==> config.mk <==
export PLATFORM = sky130hd
export DESIGN_NAME = rgb15_run_length_encoder_core
export DESIGN_NICKNAME = d
export VERILOG_FILES = /design/src/rtl/rle15_pkg.sv /design/src/rtl/rle15_front.sv /design/src/rtl/rle15_outbuf.sv /design/src/rtl/rgb15_run_length_encoder_core.sv
export SDC_FILE = /design/constraint.sdc
export NUM_CORES = 1
export LEC_CHECK = 0
export BUFFER_PORTS_ARGS = -buffer_cell sky130_fd_sc_hd__buf_4
export CAP_MARGIN = 20
export CORE_ASPECT_RATIO = 1.4
export CORE_MARGIN = 2
export CORE_UTILIZATION = 56
export CTS_BUF_LIST = sky130_fd_sc_hd__clkbuf_16
export CTS_CLUSTER_SIZE = 10
export DETAILED_ROUTE_END_ITERATION = 7
export PLACE_DENSITY = 0.78
export SYNTH_ARGS = -nofsm -noshare
export SYNTH_HDL_FRONTEND = slang
export SYNTH_HIERARCHICAL = 1
export SYNTH_SLANG_ARGS = --single-unit
==> constraint.sdc <==
create_clock -name clock -period 4.35 [get_ports clock]
set_clock_uncertainty 0.1 [all_clocks]
set_input_delay 0 -clock clock [delete_from_list [all_inputs] [get_ports clock]]
set_output_delay 0 -clock clock [all_outputs]
set_load 0.05 [all_outputs]
==> src/rtl/rle15_pkg.sv <==
// ----------------------------------------------------------------------------
// rle15_pkg
// Shared types, constants and helper functions for the RGB565 run encoder.
// ----------------------------------------------------------------------------
package rle15_pkg;

   localparam int unsigned WORD_W  = 16;
   localparam int unsigned COUNT_W = 12;
   localparam int unsigned SLOTS   = 4;
   localparam int unsigned SLOT_CNT_W = $clog2(SLOTS + 1);

   localparam logic [COUNT_W-1:0] RUN_LIMIT  = 12'd4095;
   localparam logic [WORD_W-1:0]  REPEAT_BIT = 16'h0020;
   localparam logic [WORD_W-1:0]  COUNT_TAG  = 16'h3000;

   // words of one run flush
   typedef struct packed {
      logic [1:0]        cnt;
      logic [WORD_W-1:0] w0;
      logic [WORD_W-1:0] w1;
   } flush_type;

   // all words caused by one pixel, in transfer order from slot 0
   typedef struct packed {
      logic [SLOT_CNT_W-1:0]        cnt;
      logic                         last;
      logic [SLOTS-1:0][WORD_W-1:0] words;
   } burst_type;

   function automatic logic [WORD_W-1:0] pack_colour(logic [7:0] b0, logic [7:0] b1,
                                                     logic [7:0] b2);
      return {b2[7:3], b1[7:2], b0[7:3]};
   endfunction

   function automatic flush_type flush_run(logic [WORD_W-1:0] colour,
                                           logic [COUNT_W-1:0] n);
      flush_type f;
      f.cnt = 2'd0;
      f.w0  = colour & ~REPEAT_BIT;
      f.w1  = colour & ~REPEAT_BIT;
      if (n == 12'd1) begin
         f.cnt = 2'd1;
      end else if (n == 12'd2) begin
         f.cnt = 2'd2;
      end else if (n != 12'd0) begin
         f.cnt = 2'd2;
         f.w0  = colour | REPEAT_BIT;
         f.w1  = COUNT_TAG | {4'h0, n - 12'd1};
      end
      return f;
   endfunction

endpackage

==> src/rtl/rle15_front.sv <==
// ----------------------------------------------------------------------------
// rle15_front
// Pixel input register, run state and the encoder that turns one pixel into
// a burst of up to four words.
// ----------------------------------------------------------------------------
module rle15_front (
   input  logic                 clock,
   input  logic                 reset,
   input  logic                 req_valid,
   output logic                 req_ready,
   input  logic [7:0]           req_first_byte,
   input  logic [7:0]           req_second_byte,
   input  logic [7:0]           req_third_byte,
   input  logic                 req_end_of_image,
   input  logic                 buf_free,
   output logic                 load,
   output rle15_pkg::burst_type burst
);

   logic                                   in_valid_ff, in_valid_in;
   logic [rle15_pkg::WORD_W-1:0]           colour_ff;
   logic                                   eoi_ff;
   logic [rle15_pkg::WORD_W-1:0]           run_colour_ff, run_colour_in;
   logic [rle15_pkg::COUNT_W-1:0]          run_length_ff, run_length_in;
   logic [rle15_pkg::COUNT_W-1:0]          len_inc;
   logic [rle15_pkg::WORD_W-1:0]           mid_colour;
   logic [rle15_pkg::COUNT_W-1:0]          mid_length;
   rle15_pkg::flush_type                   fa, fb;
   logic                                   take;

   assign load      = in_valid_ff & buf_free;
   assign req_ready = ~in_valid_ff | buf_free;
   assign take      = req_valid & req_ready;
   assign len_inc   = run_length_ff + 12'd1;

   always_comb begin
      fa = '0;
      if (colour_ff == run_colour_ff) begin
         mid_colour = run_colour_ff;
         if (len_inc == rle15_pkg::RUN_LIMIT) begin
            fa         = rle15_pkg::flush_run(run_colour_ff, len_inc);
            mid_length = '0;
         end else begin
            mid_length = len_inc;
         end
      end else begin
         fa         = rle15_pkg::flush_run(run_colour_ff, run_length_ff);
         mid_colour = colour_ff;
         mid_length = 12'd1;
      end

      fb = '0;
      if (eoi_ff) begin
         fb            = rle15_pkg::flush_run(mid_colour, mid_length);
         run_colour_in = '0;
         run_length_in = '0;
      end else begin
         run_colour_in = mid_colour;
         run_length_in = mid_length;
      end
   end

   always_comb begin
      burst.cnt  = rle15_pkg::SLOT_CNT_W'(fa.cnt) + rle15_pkg::SLOT_CNT_W'(fb.cnt);
      burst.last = eoi_ff;
      case (fa.cnt)
         2'd0: burst.words = {fb.w0, fb.w0, fb.w1, fb.w0};
         2'd1: burst.words = {fb.w0, fb.w1, fb.w0, fa.w0};
         default: burst.words = {fb.w1, fb.w0, fa.w1, fa.w0};
      endcase
   end

   always_comb begin
      in_valid_in = in_valid_ff;
      if (take) begin
         in_valid_in = 1'b1;
      end else if (load) begin
         in_valid_in = 1'b0;
      end
   end

   always_ff @(posedge clock) begin
      if (reset) begin
         in_valid_ff   <= 1'b0;
         run_colour_ff <= '0;
         run_length_ff <= '0;
      end else begin
         in_valid_ff <= in_valid_in;
         if (load) begin
            run_colour_ff <= run_colour_in;
            run_length_ff <= run_length_in;
         end
      end
   end

   always_ff @(posedge clock) begin
      if (take) begin
         colour_ff <= rle15_pkg::pack_colour(req_first_byte, req_second_byte,
                                             req_third_byte);
         eoi_ff    <= req_end_of_image;
      end
   end

endmodule

==> src/rtl/rle15_outbuf.sv <==
// ----------------------------------------------------------------------------
// rle15_outbuf
// Result buffer: holds one burst and drains it one word per transfer.
// ----------------------------------------------------------------------------
module rle15_outbuf (
   input  logic                 clock,
   input  logic                 reset,
   input  logic                 load,
   input  rle15_pkg::burst_type burst,
   output logic                 buf_free,
   output logic                 rsp_valid,
   input  logic                 rsp_ready,
   output logic [15:0]          rsp_code_word,
   output logic                 rsp_final_word
);

   logic [rle15_pkg::SLOTS-1:0][rle15_pkg::WORD_W-1:0] word_ff;
   logic [rle15_pkg::SLOT_CNT_W-1:0]                   cnt_ff, cnt_in;
   logic                                               last_ff;
   logic                                               pop;

   assign rsp_valid      = (cnt_ff != '0);
   assign pop            = rsp_valid & rsp_ready;
   assign buf_free       = (cnt_ff == '0) |
                           ((cnt_ff == rle15_pkg::SLOT_CNT_W'(1)) & rsp_ready);
   assign rsp_code_word  = word_ff[0];
   assign rsp_final_word = last_ff & (cnt_ff == rle15_pkg::SLOT_CNT_W'(1));

   always_comb begin
      cnt_in = cnt_ff;
      if (load) begin
         cnt_in = burst.cnt;
      end else if (pop) begin
         cnt_in = cnt_ff - rle15_pkg::SLOT_CNT_W'(1);
      end
   end

   always_ff @(posedge clock) begin
      if (reset) begin
         cnt_ff <= '0;
      end else begin
         cnt_ff <= cnt_in;
      end
   end

   always_ff @(posedge clock) begin
      if (load) begin
         word_ff <= burst.words;
         last_ff <= burst.last;
      end else if (pop) begin
         for (int i = 0; i < rle15_pkg::SLOTS - 1; i++) begin
            word_ff[i] <= word_ff[i+1];
         end
      end
   end

endmodule

==> src/rtl/rgb15_run_length_encoder_core.sv <==
// ----------------------------------------------------------------------------
// rgb15_run_length_encoder_core
// Run-length encoder for a pixel stream, packing each pixel to RGB565.
//
// Input channel req_*: one pixel per transfer, three bytes plus an end flag.
// Result channel rsp_*: one 16-bit code word per transfer; rsp_final_word
// marks the last word of an image.
// A pixel is encoded while it sits in the input register and its words
// (zero to four) are loaded into the result buffer once the buffer is free;
// the result buffer register then shows the first word.
// Throughput is one pixel per cycle while each pixel yields at most one word
// and the receiver takes every word; a pixel that yields more words holds the
// result buffer until they are taken, and the next pixel waits in the input
// register until the single-word result port has drained the buffer.
// Reset clears the run to colour zero, length zero, and empties both stages.
// When the receiver stalls, the buffered word holds and the input register
// fills, after which req_ready drops.
// ----------------------------------------------------------------------------
module rgb15_run_length_encoder_core (
   input  logic        clock,
   input  logic        reset,
   input  logic        req_valid,
   output logic        req_ready,
   input  logic [7:0]  req_first_byte,
   input  logic [7:0]  req_second_byte,
   input  logic [7:0]  req_third_byte,
   input  logic        req_end_of_image,
   output logic        rsp_valid,
   input  logic        rsp_ready,
   output logic [15:0] rsp_code_word,
   output logic        rsp_final_word
);

   logic                 buf_free;
   logic                 load;
   rle15_pkg::burst_type burst;

   rle15_front u_front (
      .clock            (clock),
      .reset            (reset),
      .req_valid        (req_valid),
      .req_ready        (req_ready),
      .req_first_byte   (req_first_byte),
      .req_second_byte  (req_second_byte),
      .req_third_byte   (req_third_byte),
      .req_end_of_image (req_end_of_image),
      .buf_free         (buf_free),
      .load             (load),
      .burst            (burst)
   );

   rle15_outbuf u_outbuf (
      .clock          (clock),
      .reset          (reset),
      .load           (load),
      .burst          (burst),
      .buf_free       (buf_free),
      .rsp_valid      (rsp_valid),
      .rsp_ready      (rsp_ready),
      .rsp_code_word  (rsp_code_word),
      .rsp_final_word (rsp_final_word)
   );

endmodule
* After elaboration in Yosys (flattened, before gate mapping)
Index checks and enable logic that the tools add are counted.
** Word-level totals
- Bits in registers :: 114
- Bits of input ports :: 29
- Word-level logic and storage cells :: 76
** Operators by class
- Add/sub/neg operators :: 6
- Eq/ne operators :: 11
- Muxes and demuxes :: 30
- Bitwise logic cells :: 8
- Reduce and logical (&&, ||, !) cells :: 9
** Operators by type and width (number)
- $mux W34 :: 6
- $mux W32 :: 6
- $pmux W64 S2 :: 1
- $mux W48 :: 2
- $eq A12 B1 Y1 const B :: 3
- $eq A12 B2 Y1 const B :: 3
- $mux W12 :: 3
- $reduce_bool A12 Y1 :: 3
- $sub A12 B1 Y12 const B :: 3
- $mux W16 :: 2
- $eq A16 B16 Y1 :: 1
- $add A12 B1 Y12 const B :: 1
- $eq A12 B12 Y1 const B :: 1
- $mux W2 :: 6
- $mux W3 :: 2
- $and A1 B1 Y1 :: 5
- $reduce_bool A2 Y1 :: 2
- $add A2 B2 Y3 :: 1
- $eq A3 B1 Y1 const B :: 1
- $logic_not A3 Y1 :: 1
- $reduce_bool A3 Y1 :: 1
- $sub A3 B1 Y3 const B :: 1
- $eq A2 B1 Y1 const B :: 1
- $logic_not A2 Y1 :: 1
- other kinds (5) :: 7

* Depth between registers and ports, before layout
Gate-level depths: netlist of the first run.
- Depth in word-level cells :: 11
- Mapped depth :: 16
- Mapped depth without buffers :: 15

* Hierarchy
Netlist of the first run, hierarchy kept.
** Modules (own cells, without submodules)
- rle15_front :: instances 1, cells each 576, area each 4354.2 um2, seq. area each 1091.0 um2
- rle15_outbuf :: instances 1, cells each 163, area each 2885.3 um2, seq. area each 2011.9 um2

* Worst setup path before layout of the first run
No wires, ideal clock.
- Path type :: flip-flop to flip-flop
- Start point :: reg u_outbuf/cnt_ff[0] in the netlist's numbering
- End point :: reg u_outbuf.word_ff (netlist bit u_outbuf/rsp_code_word[0]), enable pin
- Arrival :: 3641 ps
- Path slack :: 196 ps
- Cell stages (with the launch flop) :: 12
- Path buffers :: 4
- Path through :: dfxtp_1 inv_1 ha_1 a21oi_1 nor2_1 nand2_1 clkbuf_1 inv_1 clkbuf_1 buf_2 buf_2 nand2b_1
** On the way
- Cells in the longest elaborated chain, start to end :: 5
- Elaborated cells between the ends (all ways) :: 8
** Ends and longest elaborated chain
- from (decl) :: RTL line rle15_outbuf.sv:18 : logic [rle15_pkg::SLOT_CNT_W-1:0] cnt_ff, cnt_in;
- from (signal assigned) :: RTL line rle15_outbuf.sv:42 : cnt_ff <= cnt_in;
- $eq A3 B1 Y1 :: RTL line rle15_outbuf.sv:25 : ((cnt_ff == rle15_pkg::SLOT_CNT_W'(1)) & rsp_ready);
- $and A1 B1 Y1 :: RTL line rle15_outbuf.sv:25
- $or A1 B1 Y1 (*) :: RTL line rle15_outbuf.sv:24 : assign buf_free = (cnt_ff == '0) |
- net buf_free :: RTL line rgb15_run_length_encoder_core.sv:34 : logic buf_free;
- $and A1 B1 Y1 (*) :: RTL line rle15_front.sv:31 : assign load = in_valid_ff & buf_free;
- net load :: RTL line rgb15_run_length_encoder_core.sv:35 : logic load;
- $reduce_bool A2 Y1 (no line) (*)
- to (signal assigned) :: RTL line rle15_outbuf.sv:48 : word_ff <= burst.words;
- to (signal, indexed assignment) :: RTL line rle15_outbuf.sv:52 : word_ff[i] <= word_ff[i+1];
- to (decl) :: RTL line rle15_outbuf.sv:17 : logic [rle15_pkg::SLOTS-1:0][rle15_pkg::WORD_W-1:0] word_ff;
The timed path passes the listed nets; every way through them passes the cells marked *.
A chain may end at the register's enable or synchronous reset.

==> flow_metrics.py, run 1 <==
metrics = {
    "floorplan": {
        "coreArea_mm2": 0.0128,
        "fp.dieH_um": 139,
        "die-area_mm2": 0.0139,
        "std_cell_rows": 49,
        "die_w_um": 100,
        "num_io_pins": 48,
        "start_util": 0.568,
    },
    "setup_path": {
        "critPathBufInv": 4,
        "crit_family": "simple AND/OR/NAND/NOR gates",
        "path_cells": "xor2_1 -> nor4_1 -> nand4_1 -> buf_4 -> nand2_1 -> buf_4 -> and2_1 -> inv_2 -> fa_1 -> nand2_1 -> o22ai_1 -> dlygate4sd3_1",
        "critPathKind": "flip-flop to flip-flop",
        "r2r_start": "u_front/colour_ff[2]",
        "worstSetupEndpointType": "flip-flop",
        "reg2reg_to": "u_outbuf/cnt_ff[1]",
        "path_max_fanout": 11,
        "cp.arrival_ns": 4.23,
        "crit_required_ns": 4.61,
        "r2r_slack_ns": 0.38,
        "endpoint": "u_outbuf/cnt_ff[1]",
        "critPathSlowestCell": "dlygate4sd3_1",
        "start_kind": "flip-flop",
        "slowest_delay_ns": 0.57,
        "worst-path-stages": 12,
        "startpoint": "u_front/colour_ff[2]",
        "ff2ff_path_depth": 12,
    },
    "clocking": {
        "tritoncts": "done",
        "worst_skew_pair.late_latency_ns": 0.43,
        "cts.htree.levels": 4,
        "clkSinkCount": 114,
        "cts_buffer_depth": 2,
        "cts_made_buffers": 17,
        "cts_root_buf": "clkbuf_16",
        "clkTransAtPathRegs_ns": 0.06,
    },
    "logic_synthesis": {
        "yosys_warnings": 6,
        "synth_edf_count": 82,
        "syn_area_per_cell_um2": 9.80,
        "async_flop_share": 0,
        "synthFlopType": "edfxtp_1",
        "ys_seq_area_frac": 0.429,
        "synth-seq-cells": 114,
        "ys_types": 86,
        "synth_area_mm2": 0.00724,
        "synth_fp_nets": 782,
        "syn_inst": 739,
    },
    "routing": {
        "vias_per_cell": 6.39,
        "wl_met2_mm": 10.2,
        "top_layer": "met4",
        "drt-initial-drc-count": 629,
        "dr.pass1.iters": 5,
        "via_count": 6062,
        "ant_nets": 0,
        "wl_per_cell_um": 21.3,
        "wl_met3_mm": 1.25,
        "wl_met1_mm": 7.93,
        "wl_mm": 20.3,
        "drc": 0,
    },
    "min_path": {
        "worstHoldStart": "req_second_byte[2]",
        "min_path_type": "input pin to flip-flop",
    },
    "sta": {
        "hold_ws_ns": 0.196,
        "finalWorstSetupSlack_ns": 0.383,
        "setup_viol": 0,
        "fmax_ghz": 0.252,
        "tns_ns": 0,
        "fin_crit_ns": 3.97,
        "rsz0062_at_grt": "false",
        "finalHoldViolCount": 0,
        "slew_viol_final": 0,
        "period_share": 0.912,
        "slew_headroom": 0.269,
        "worst_pin_slew_ns": 1.10,
    },
    "power_and_ir_drop": {
        "p_per_area_mw_per_mm2": 591,
        "ir_worst_vdd_mv": 0.362,
        "power_uw": 5010,
        "p_leak_uw": 0.00329,
    },
    "flow_run": {
        "cap_violations": 0,
    },
    "cells_and_area": {
        "regArea_mm2": 0.00310,
        "final_nets": 826,
        "nFillCells": 1031,
        "num_antenna_cells": 0,
        "layout-drive-gt1-share": 0.242,
        "syn_to_final_growth_pct": 17.1,
        "multiInputGateArea_mm2": 0.00366,
        "fin_util": 0.665,
    },
    "global_route": {
        "antenna_found_initial": 0,
        "track_usage": 0.300,
        "overflow": 0,
        "grt_pass1_wl_mm": 32.1,
        "grt_pass1_vias": 5954,
        "grt_max_degree": 90,
    },
    "placement": {
        "gp_congestion": 0.958,
        "io_buffers": 39,
        "hpwl_mm": 13.4,
        "place_ws_ns": 0.481,
    },
    "status": {
        "status": "completed",
    },
}
## worst min path at each step
stage / endpoint / depth (start not counted)
2_1_floorplan: u_outbuf/cnt_ff[0] / 1
5_1_grt: u_front/colour_ff[15] / 2
4_1_cts: u_front/colour_ff[5] / 2
3_5_place_dp: u_front/colour_ff[1] / 1
3_3_place_gp: u_front/colour_ff[9] / 1
6_report: u_front/colour_ff[5] / 2
## metrics by stage
| stage | cells | cell area, um2 |
|---|---|---|
| after global placement | 895 | 7610 |
| after CTS | 949 | 8480 |
| final | 949 | 8480 |
| after floorplan | 739 | 7240 |
| after detailed placement | 895 | 7610 |
| after global routing | 949 | 8480 |
## Yosys cell counts, types with 8 or more instances
library cell / instances / share of area
a211oi_1: 11 / 0.011
a21oi_1: 47 / 0.032
and2_1: 8 / 0.0069
and3_1: 17 / 0.015
buf_2: 22 / 0.015
buf_4: 24 / 0.025
clkbuf_1: 20 / 0.010
dfxtp_1: 32 / 0.088
edfxtp_1: 82 / 0.34
ha_1: 13 / 0.022
inv_1: 18 / 0.0093
mux2_2: 49 / 0.076
mux2i_1: 8 / 0.011
nand2_1: 66 / 0.034
nand3_1: 12 / 0.0083
nor2_1: 79 / 0.041
nor3_1: 15 / 0.010
o21ai_0: 12 / 0.0083
o21ai_1: 21 / 0.015
xnor2_1: 9 / 0.011
xor2_1: 28 / 0.034
## flip-flops by register name (all words and copies together) (netlist names)
| name | flops |
|---|---|
| u_front/colour_ff | 16 |
| u_front/eoi_ff | 1 |
| u_front/in_valid_ff | 1 |
| u_front/run_colour_ff | 16 |
| u_front/run_length_ff | 12 |
| u_outbuf/cnt_ff | 3 |
| u_outbuf/last_ff | 1 |
| u_outbuf/rsp_code_word | 16 |
| u_outbuf/word_ff | 48 |
## cells in the final DEF (no fill, tap or decap), types with 21 or more instances in the layout
cell type,n
o21ai_1,21
nor2_1,79
edfxtp_1,82
mux2_2,49
dfxtp_1,32
xor2_1,28
dlygate4sd3_1,22
a21oi_1,47
nand2_1,66
buf_4,75
## logic make-up after synthesis
| logic type | after synthesis | share of synthesized area |
|---|---|---|
| flops | 114 | 0.429 |
| compound gates | 171 | 0.166 |
| xor+xnor | 37 | 0.0448 |
| fa+ha+maj | 14 | 0.0252 |
| buf+inv | 92 | 0.0660 |
| mux | 57 | 0.0873 |
| simple gates | 254 | 0.182 |
## report_power, final
| part | internal (uW) | leakage (uW) | switching [uW] |
|---|---|---|---|
| Combinational | 595 | 0.00193 | 1070 |
| Sequential | 1660 | 0.00105 | 140 |
| Clock | 980 | 0.000315 | 567 |
## repair_timing
item                      CTS  global route
hold buffers               22             0
setup buffers               0             0
hold endpoints to repair   49             0
resized for setup           0             0
## area by class of cell
cell class                      instances  area share
Multi-Input combinational cell        533       0.432
Sequential cell                       114       0.366
Timing Repair Buffer                   98      0.0947
Clock buffer                           17      0.0502
Clock inverter                         15      0.0263
Tap cell                              153      0.0226
Inverter                               19     0.00841
## routing by layer
metal,GRT usage,vias to the layer above
li1,-,2791
met1,0.374,2924
met2,0.506,292
met3,0.0484,55
met4,0.140,0
met5,0,-
Note: power is estimated with default switching activity, not from simulation.
==> run 2, diff against run 1 <==
--- a/config.mk
+++ b/config.mk
@@ -5,15 +5,16 @@
 export SDC_FILE = /design/constraint.sdc
 export NUM_CORES = 1
 export LEC_CHECK = 0
-export BUFFER_PORTS_ARGS = -buffer_cell sky130_fd_sc_hd__buf_4
 export CAP_MARGIN = 20
 export CORE_ASPECT_RATIO = 1.4
 export CORE_MARGIN = 2
-export CORE_UTILIZATION = 56
+export CORE_UTILIZATION = 58
 export CTS_BUF_LIST = sky130_fd_sc_hd__clkbuf_16
 export CTS_CLUSTER_SIZE = 10
 export DETAILED_ROUTE_END_ITERATION = 7
-export PLACE_DENSITY = 0.78
+export DONT_BUFFER_PORTS = 1
+export PLACE_DENSITY = 0.76
+export SETUP_SLACK_MARGIN = 0.2
 export SYNTH_ARGS = -nofsm -noshare
 export SYNTH_HDL_FRONTEND = slang
 export SYNTH_HIERARCHICAL = 1
==> run 2 against run 1 <==
Effect of this change: wire length is 1.9% lower; total power is 5.7% lower; flip-flop and latch count stayed put; die area is 3.3% lower; maximum frequency is 0.82% lower; non-clock buffer count is 38 lower; global-route usage is 0.40 points lower; critical endpoint is now u_outbuf/word_ff[20].
==> flow_metrics.py, run 2 (same netlist as run 1, synthesis figures left out) <==
metrics = {
    "cells_and_area": {
        "largest-register": "u_outbuf/word_ff",
        "syn_to_final_growth_pct": 12.5,
        "final_cells": 908,
        "final_cell_mix": "82 x edfxtp_1, 79 x nor2_1, 66 x nand2_1, 49 x mux2_2, 47 x a21oi_1",
        "fin_util": 0.665,
        "num_antenna_cells": 0,
        "largest_register_ffs": 48,
        "regArea_mm2": 0.00310,
        "nFillCells": 928,
        "final_nets": 788,
        "layout-drive-gt1-share": 0.207,
        "final_common_cell": "edfxtp_1",
        "multiInputGateArea_mm2": 0.00367,
    },
    "power_and_ir_drop": {
        "p_leak_uw": 0.00308,
        "p_per_area_mw_per_mm2": 580,
        "ir_worst_vdd_mv": 0.429,
    },
    "setup_path": {
        "worstSetupEndpointType": "flip-flop",
        "crit_family": "simple AND/OR/NAND/NOR gates",
        "start_kind": "flip-flop",
        "path_max_fanout": 17,
        "path_cells": "nand3_4 -> o32a_1 -> nor3_1 -> o21a_1 -> inv_1 -> ha_1 -> or3_1 -> o21ai_4 -> nand2_1 -> o221ai_1 -> mux2_2",
        "crit_required_ns": 4.54,
        "critPathSlowestCell": "dfxtp_1",
        "r2r_start": "u_front/run_length_ff[2]",
        "startpoint": "u_front/run_length_ff[2]",
        "critPathKind": "flip-flop to flip-flop",
        "cp.arrival_ns": 4.19,
        "critPathBufInv": 1,
        "slowest_delay_ns": 0.65,
    },
    "floorplan": {
        "coreArea_mm2": 0.0123,
        "die_w_um": 98.4,
        "fp.dieH_um": 136,
        "die-area_mm2": 0.0134,
        "start_util": 0.591,
        "num_io_pins": 48,
        "std_cell_rows": 48,
    },
    "sta": {
        "finalHoldViolCount": 0,
        "worst_pin_slew_ns": 1.06,
        "tns_ns": 0,
        "slew_headroom": 0.294,
        "fmax_ghz": 0.250,
        "setup_viol": 0,
        "period_share": 0.919,
        "fin_crit_ns": 4.00,
        "slew_viol_final": 0,
        "rsz0062_at_grt": "false",
    },
    "placement": {
        "gp_congestion": 0.975,
        "place_inst": 853,
        "hpwl_mm": 13.7,
        "io_buffers": 0,
    },
    "clocking": {
        "clkTransAtPathRegs_ns": 0.06,
        "worst_skew_pair.late_latency_ns": 0.42,
        "clkSinkCount": 114,
        "tritoncts": "done",
        "cts_made_buffers": 17,
        "cts.htree.levels": 4,
        "cts_root_buf": "clkbuf_16",
        "cts_buffer_depth": 2,
    },
    "routing": {
        "vias_per_cell": 6.57,
        "wl_per_cell_um": 21.9,
        "drc": 0,
        "drt-initial-drc-count": 651,
        "via_count": 5965,
        "dr.pass1.iters": 5,
        "wl_mm": 19.9,
        "ant_nets": 0,
    },
    "min_path": {
        "worstHoldStart": "req_second_byte[7]",
        "min_path_type": "input pin to flip-flop",
    },
    "status": {
        "status": "completed",
    },
    "global_route": {
        "overflow": 0,
        "grt_pass1_vias": 5740,
        "grt_max_degree": 65,
        "grt_pass1_wl_mm": 30.7,
        "antenna_found_initial": 0,
        "track_usage": 0.296,
    },
    "flow_run": {
        "cap_violations": 0,
    },
}
-- run 2: changes by cell type in the layout (fill, tap and decap cells not counted), moves of 2 or more --
cell | previous run | this run
buf_4 | 75 | 36
clkinv_2 | 0 | 4
inv_8 | 3 | 0
bufinv_16 | 4 | 2
-- run 2: power by group --
part	internal, uW	switching [uW]
Combinational	483	765
Clock	846	535
Sequential	1670	429
-- run 2: layout make-up --
type | count | area share
clock buffer | 17 | 0.0522
clock inverter | 15 | 0.0192
inverter | 19 | 0.00875
multi-input combinational | 533 | 0.451
sequential | 114 | 0.381
tap | 150 | 0.0230
timing repair buffer | 60 | 0.0651
-- run 2: final timing paths --
check,endpoint,depth (start not counted),slack [ns]
worst max register to register,u_outbuf/word_ff[20],11,0.35
worst max-delay path,u_outbuf/word_ff[20],11,0.35
worst min-delay path,u_front/colour_ff[10],1,0.1
worst min register to register,u_front/run_colour_ff[5],2,0.41
-- run 2: repair_timing --
action | 4_1_cts | 5_1_grt
endpoints found under the setup margin | 0 | 23
hold buffers | 23 | 0
buffers inserted | 0 | 0
hold endpoints to repair | 49 | 0
resized for setup | 0 | 3
-- run 2: worst reg2reg max path: stages (launching register included) --
cell and delay (ns):
dfxtp_1 0.65, nand3_4 0.24, o32a_1 0.44, nor3_1 0.41
o21a_1 0.20, inv_1 0.07, ha_1 0.22, or3_1 0.42
o21ai_4 0.27, nand2_1 0.36, o221ai_1 0.29, mux2_2 0.20
-- run 2: stage by stage --
step	total power, uW	hold WS, ns	instance area (um2)	setup slack [ns]
after CTS	4720	0.0902	8140	0.258
final	4730	0.0998	8150	0.350
after detailed placement	3300	-0.0247	7310	0.325
after floorplan	3090	-0.0311	7240	0.553
after global placement	3230	-0.0244	7310	0.399
after global routing	4900	0.0964	8150	0.206
-- run 2: layer usage --
layer  vias to the layer above  share of wire  global-route usage
met2                       336           0.51               0.502
met5                         -              0                   0
met1                      2861           0.37               0.353
li1                       2712              -                   -
met4                         0          0.047               0.156
met3                        56          0.074              0.0617
